File: config.mk
export PLATFORM = sky130hd
export DESIGN_NAME = pprb_ctrl
export DESIGN_NICKNAME = d
export VERILOG_FILES = /design/src/hw/rtl/pprb_pkg.sv /design/src/hw/rtl/pprb_ctrl.sv
export VERILOG_INCLUDE_DIRS = /design/src /design/src/hw/rtl
export SDC_FILE = /design/constraint.sdc
export NUM_CORES = 1
export LEC_CHECK = 0
export ABC_AREA = 1
export ABC_CLOCK_PERIOD_IN_PS = 1450
export CAP_MARGIN = 5
export CORE_UTILIZATION = 30
export CTS_CLUSTER_DIAMETER = 40
export DETAILED_ROUTE_END_ITERATION = 8
export DONT_BUFFER_PORTS = 1
export HOLD_SLACK_MARGIN = 0.12
export PLACE_DENSITY = 0.43
export SYNTH_ARGS = -nofsm -noshare
export SYNTH_HDL_FRONTEND = slang
export SYNTH_SLANG_ARGS = --single-unit
File: constraint.sdc
create_clock -name clk -period 1.45 [get_ports clk]
set_input_delay 0.435 -clock clk [delete_from_list [all_inputs] [get_ports clk]]
set_output_delay 0.435 -clock clk [all_outputs]
set_load 0.005 [all_outputs]
File: src/hw/rtl/packed_pixel_rect_blitter_macros.svh
// Assertion helpers for the blitter.
`ifndef PACKED_PIXEL_RECT_BLITTER_MACROS_SVH
`define PACKED_PIXEL_RECT_BLITTER_MACROS_SVH
`define PPRB_ASSERT_IMP(label, ante, cons) \
  label: assert property (@(posedge clk) disable iff (rst) (ante) |-> (cons)) \
    else $error("check failed");
`define PPRB_ASSERT_NXT(label, ante, cons) \
  label: assert property (@(posedge clk) disable iff (rst) (ante) |=> (cons)) \
    else $error("check failed");
`endif

File: src/hw/rtl/pprb_pkg.sv
package pprb_pkg;
  localparam int StoreWords = 16384;
  localparam int AddrBits = $clog2(StoreWords);
  localparam int WordBits = 32;
  localparam logic [31:0] AllOnes = 32'hffffffff;

  localparam logic [2:0] KIND_WRITE = 3'd0;
  localparam logic [2:0] KIND_READ  = 3'd1;
  localparam logic [2:0] KIND_FILL  = 3'd2;
  localparam logic [2:0] KIND_XOR   = 3'd3;
  localparam logic [2:0] KIND_COPY  = 3'd4;

  localparam logic REG_PIX   = 1'b0;
  localparam logic REG_PITCH = 1'b1;

  // Controller to datapath commands.
  typedef struct packed {
    logic load;      // latch command and compute geometry
    logic check;     // register bound results
    logic rd_src;    // issue a read at the source address
    logic rd_dst;    // issue a read at the destination address
    logic wr;        // write back the merged word
    logic step;      // advance word/row counters
    logic do_single; // perform the plain word write or read
  } pprb_cmd_t;

  typedef struct packed {
    logic is_word;   // write/read kind
    logic is_rect;   // nonempty fill/xor/copy
    logic is_copy;
    logic bad;       // region out of store
    logic last;      // current word is the final one
  } pprb_sts_t;
endpackage

File: src/hw/rtl/pprb_ctrl.sv
module pprb_ctrl
  import pprb_pkg::*;
(
  input  logic      clk,
  input  logic      rst,
  input  logic      in_valid,
  output logic      in_ready,
  output logic      out_valid,
  input  logic      out_ready,
  input  pprb_sts_t sts,
  output pprb_cmd_t cmd
);
  typedef enum logic [8:0] {
    S_IDLE  = 9'b000000001,
    S_GEOM  = 9'b000000010,
    S_CHECK = 9'b000000100,
    S_SINGL = 9'b000001000,
    S_RSRC  = 9'b000010000,
    S_RDST  = 9'b000100000,
    S_WAIT  = 9'b001000000,
    S_WRITE = 9'b010000000,
    S_OUT   = 9'b100000000
  } state_t;
  state_t state, state_next;

  assign in_ready  = (state == S_IDLE);
  assign out_valid = (state == S_OUT);

  always_comb begin
    state_next = state;
    cmd = '0;
    unique case (state)
      S_IDLE: if (in_valid) begin
        cmd.load = 1'b1;
        state_next = S_GEOM;
      end
      S_GEOM: begin
        cmd.check = 1'b1;
        state_next = S_CHECK;
      end
      S_CHECK: begin
        if (sts.is_word) state_next = S_SINGL;
        else if (sts.is_rect && !sts.bad) state_next = S_RSRC;
        else state_next = S_OUT;
      end
      S_SINGL: begin
        cmd.do_single = 1'b1;
        state_next = S_WAIT;
      end
      S_RSRC: begin
        cmd.rd_src = 1'b1;
        state_next = sts.is_copy ? S_RDST : S_WAIT;
      end
      S_RDST: begin
        cmd.rd_dst = 1'b1;
        state_next = S_WAIT;
      end
      S_WAIT: state_next = sts.is_word ? S_OUT : S_WRITE;
      S_WRITE: begin
        cmd.wr = 1'b1;
        cmd.step = 1'b1;
        state_next = sts.last ? S_OUT : S_RSRC;
      end
      S_OUT: if (out_ready) state_next = S_IDLE;
      default: state_next = S_IDLE;
    endcase
  end

  always_ff @(posedge clk) begin
    if (rst) state <= S_IDLE;
    else state <= state_next;
  end

`include "packed_pixel_rect_blitter_macros.svh"
  `PPRB_ASSERT_IMP(a_onehot, 1'b1, $onehot(state))
  `PPRB_ASSERT_NXT(a_accept_geom, in_valid && in_ready, state == S_GEOM)
  `PPRB_ASSERT_IMP(a_no_wr_bad, cmd.wr, !sts.bad && sts.is_rect)
endmodule

Word-level counts from Yosys, hierarchy flattened
Index checks and enable logic that the tools add are counted.
- bits in registers: 9
- bits of input ports: 9
- output and inout bits: 9
- word-level logic and storage cells: 31
- equal/unequal tests: 11
- mux-type cells: 15
- reduce and logical (&&, ||, !) cells: 4
- operator list (kind ; count):
    $pmux W9 S8 ; 1
    $mux W9 ; 6
    $eq A9 B1 Y1 const B ; 1
    $eq A9 B2 Y1 const B ; 1
    $eq A9 B3 Y1 const B ; 1
    $eq A9 B4 Y1 const B ; 1
    $eq A9 B5 Y1 const B ; 1
    $eq A9 B6 Y1 const B ; 1
    $eq A9 B7 Y1 const B ; 1
    $eq A9 B8 Y1 const B ; 1
    $eq A9 B9 Y1 const B ; 1
    $mux W7 ; 1
    $mux W1 ; 6
    $mux W2 ; 1
    $ne A2 B1 Y1 const B ; 1
    $ne A2 B2 Y1 const B ; 1
    $reduce_and A2 Y1 ; 1
    $reduce_or A2 Y1 ; 1
    $logic_and A1 B1 Y1 ; 1
    $logic_not A1 Y1 ; 1

Longest topological paths before layout
- depth after elaboration: 5
- depth in mapped cells: 8

Least setup slack after synthesis
OpenSTA, ideal clock, no wires.
- path type: flip-flop to output port
- from: register state[5]
- to: output port cmd[2] (netlist bit)
- data arrival time: 0.927 ns
- data required time: 1.015 ns
- slack: 0.088 ns
- stages on the path, launching flop included: 7
- path buffers: 1
- path through: dfxtp_1 inv_1 nand2_4 nor2_2 nand2_1 inv_1 buf_4
- RTL lines (element ; RTL line ; text):
    start: declaration ; pprb_ctrl.sv:24 ; state_t state, state_next;
    start signal: assignment ; pprb_ctrl.sv:71 ; else state <= state_next;
    end: declaration ; pprb_ctrl.sv:11 ; output pprb_cmd_t cmd

==> out/qor.yml <==
crit_slowest_cell: "dfxtp_2"
p_sw_frac: 0.294
hold_class: "input pin to flip-flop"
ant_nets: 0
wl_per_cell_um: 10.9
synth_top_area_frac: 0.293
critPathCaptureType: "primary output"
vias: 649
reg2regPathDepth: 11
clkTransAtPathRegs_ns: 0.07
grt_pass1_wl_um: 2510
mappedNetlistArea_um2: 614
power_frac_comb: 0.218
synth_fp_nets: 112
yosysWarnings: 0
yosys.area.top_type: "dfxtp_1"
fin_crit_sh: 1.10
layout_commonest_cell: "inv_1"
drt_iter0_markers: 4
largest-register: "state"
cts_tree: "done"
syn2layout_area_growth_pct: 36.7
antenna-diode-count: 0
violations: "setup timing"
die_h_um: 47.3
final_cell_mix: "19 x inv_1, 18 x nand2_1, 15 x nor2_1"
grt_max_degree: 7
final_max_slew_viol_count: 0
relSlewSlack: 0.850
power_switching_w: 0.000173
boundaryPins: 18
dp_hpwl_um: 1190
crit_buf_inv: 1
clock-sinks: 9
die_w_um: 47.3
run_status: "finished with violations"
nNetsFinal: 129
ir_worst_vdd_v: 0.000287
crit_arrival_ns: 1.16
cts_hold_buf: 0
placed_area_um2: 663
pwr-share-seq: 0.442
ys_ff_latch: 9
synthCells: 103
regToRegSetupSlack_ns: -0.02
crit_type: "flip-flop to primary output"
io_buffer_count: 0
synth.distinct_cells: 16
worstMarginPinSlew_ns: 0.224
die_area_um2: 2230
wl_met2_um: 773
cts-buffers-inserted: 3
routed_wl_um: 1590
max_freq_mhz: 627
rsz0062_at_grt: "yes"
setup_ws_ns: -0.144
first_global_vias: 607
fin_crit_ns: 1.59
stdcell_area_um2: 840
core_area_um2: 1940
overflow: 0
leakagePower_nw: 0.442
startpoint_type: "flip-flop"
drive_above_1_share: 0.403
reg_top3: "state x9"
finalHoldViolCount: 0
largest_register_ffs: 9
clockBufferDepth: 2
power.share.clock: 0.340
setup_viol: 10
cp_top_family: "simple AND/OR/NAND/NOR gates"
root_buffer: "clkbuf_4"
vias_per_cell: 4.45
critical-path-max-stage-delay_ns: 0.35
setup_tns_ns: -0.963
ys_top_cells_by_area: "dfxtp_1 29%, inv_1 15%, nand2_1 15%, nor2_1 12%, nand3_1 5.7%"
num_rows: 16
p_int_w: 0.000415
clk_latency_ns: 0.26
cp_cell_sequence: "inv_1, nand2_4, nor2_4, nand2_4, nor2_4"
cts_htree_levels: 1
antenna_found_initial: 0
final_util: 0.432
yosysSeqAreaShare: 0.293
power_per_cell_area_nw_per_um2: 701
worstPathRequired_ns: 1.02
gp_congestion: 0.708
wl_met3_um: 72
path_depth: 5
drv_cap: 0
drc: 0
worst-path-max-fanout: 6
syn_avg_cell_area_um2: 5.96
grt_use_total: 0.162
clock_skew_ns: 0.00386
m1WireLength_um: 724
worst_hold_path.num_cells: 1
dr.pass1.iters: 4
start_util: 0.316
top_layer: "met4"
## cell usage after synthesis
master   number
dfxtp_1       9
inv_1        24
nand2_1      24
nor2_2        1
nand4_1       4
nand2_2       1
o21ai_2       1
and3_2        1
nor3_1        4
nand3_1       7
o21a_1        1
nand2_4       2
nor3_2        1
buf_4         1
nor2_1       20
nor2_4        2
## path summary, 6_finish.rpt
check	startpoint	endpoint
worst max-delay path	state[8]$_SDFFE_PP0P_	cmd[6]
worst min-delay path	rst	state[1]$_SDFFE_PP0P_
worst max register to register	state[8]$_SDFFE_PP0P_	state[0]$_SDFFE_PP1P_
worst min register to register	state[6]$_SDFFE_PP0P_	state[7]$_SDFFE_PP0P_
## repair_timing
item                                    in CTS  in global routing
endpoints found under the setup margin       9                 14
setup buffers                               10                  1
resized for setup                           14                 16
pin swaps                                    9                  6
## power by group through the flow
stage	Clock (W)	Sequential [W]	Combinational (W)
2_1_floorplan	0	0.000263	0.0000693
4_1_cts	0.000199	0.000259	0.000113
3_5_place_dp	0	0.000264	0.0000883
5_1_grt	0.000212	0.000262	0.000145
6_report	0.000200	0.000260	0.000128
3_3_place_gp	0	0.000264	0.0000912
## layout make-up
cell class                      count  area [um2]
Sequential cell                     9         186
Fill cell                         236        1100
Multi-Input combinational cell     69         398
Tap cell                           27        33.8
Clock buffer                        4        26.3
Inverter                           24        90.1
Timing Repair Buffer               13         105
## per-layer routing
layer	GRT usage	vias up
met5	0	-
met4	0.0686	0
met3	0.0385	4
met2	0.249	12
met1	0.213	289
li1	-	344
## per-stage QoR
| step | hold WS (ns) | setup slack (ns) | instances | total power, W |
|---|---|---|---|---|
| detailed placement | 0.510 | 0.0886 | 132 | 0.000352 |
| global route | 0.229 | -0.214 | 146 | 0.000618 |
| global placement | 0.510 | 0.0522 | 132 | 0.000355 |
| floorplan | 0.507 | 0.0883 | 103 | 0.000332 |
| finish | 0.230 | -0.144 | 146 | 0.000588 |
| CTS | 0.230 | -0.164 | 146 | 0.000571 |
## cells by family after synthesis
| group | Yosys count | synth area share |
|---|---|---|
| and+or+nand+nor | 67 | 0.521 |
| buffers and inverters | 25 | 0.159 |
| DFF | 9 | 0.293 |
| AOI/OAI and AO/OA | 2 | 0.0265 |
Note: power is estimated with default switching activity, not from simulation.
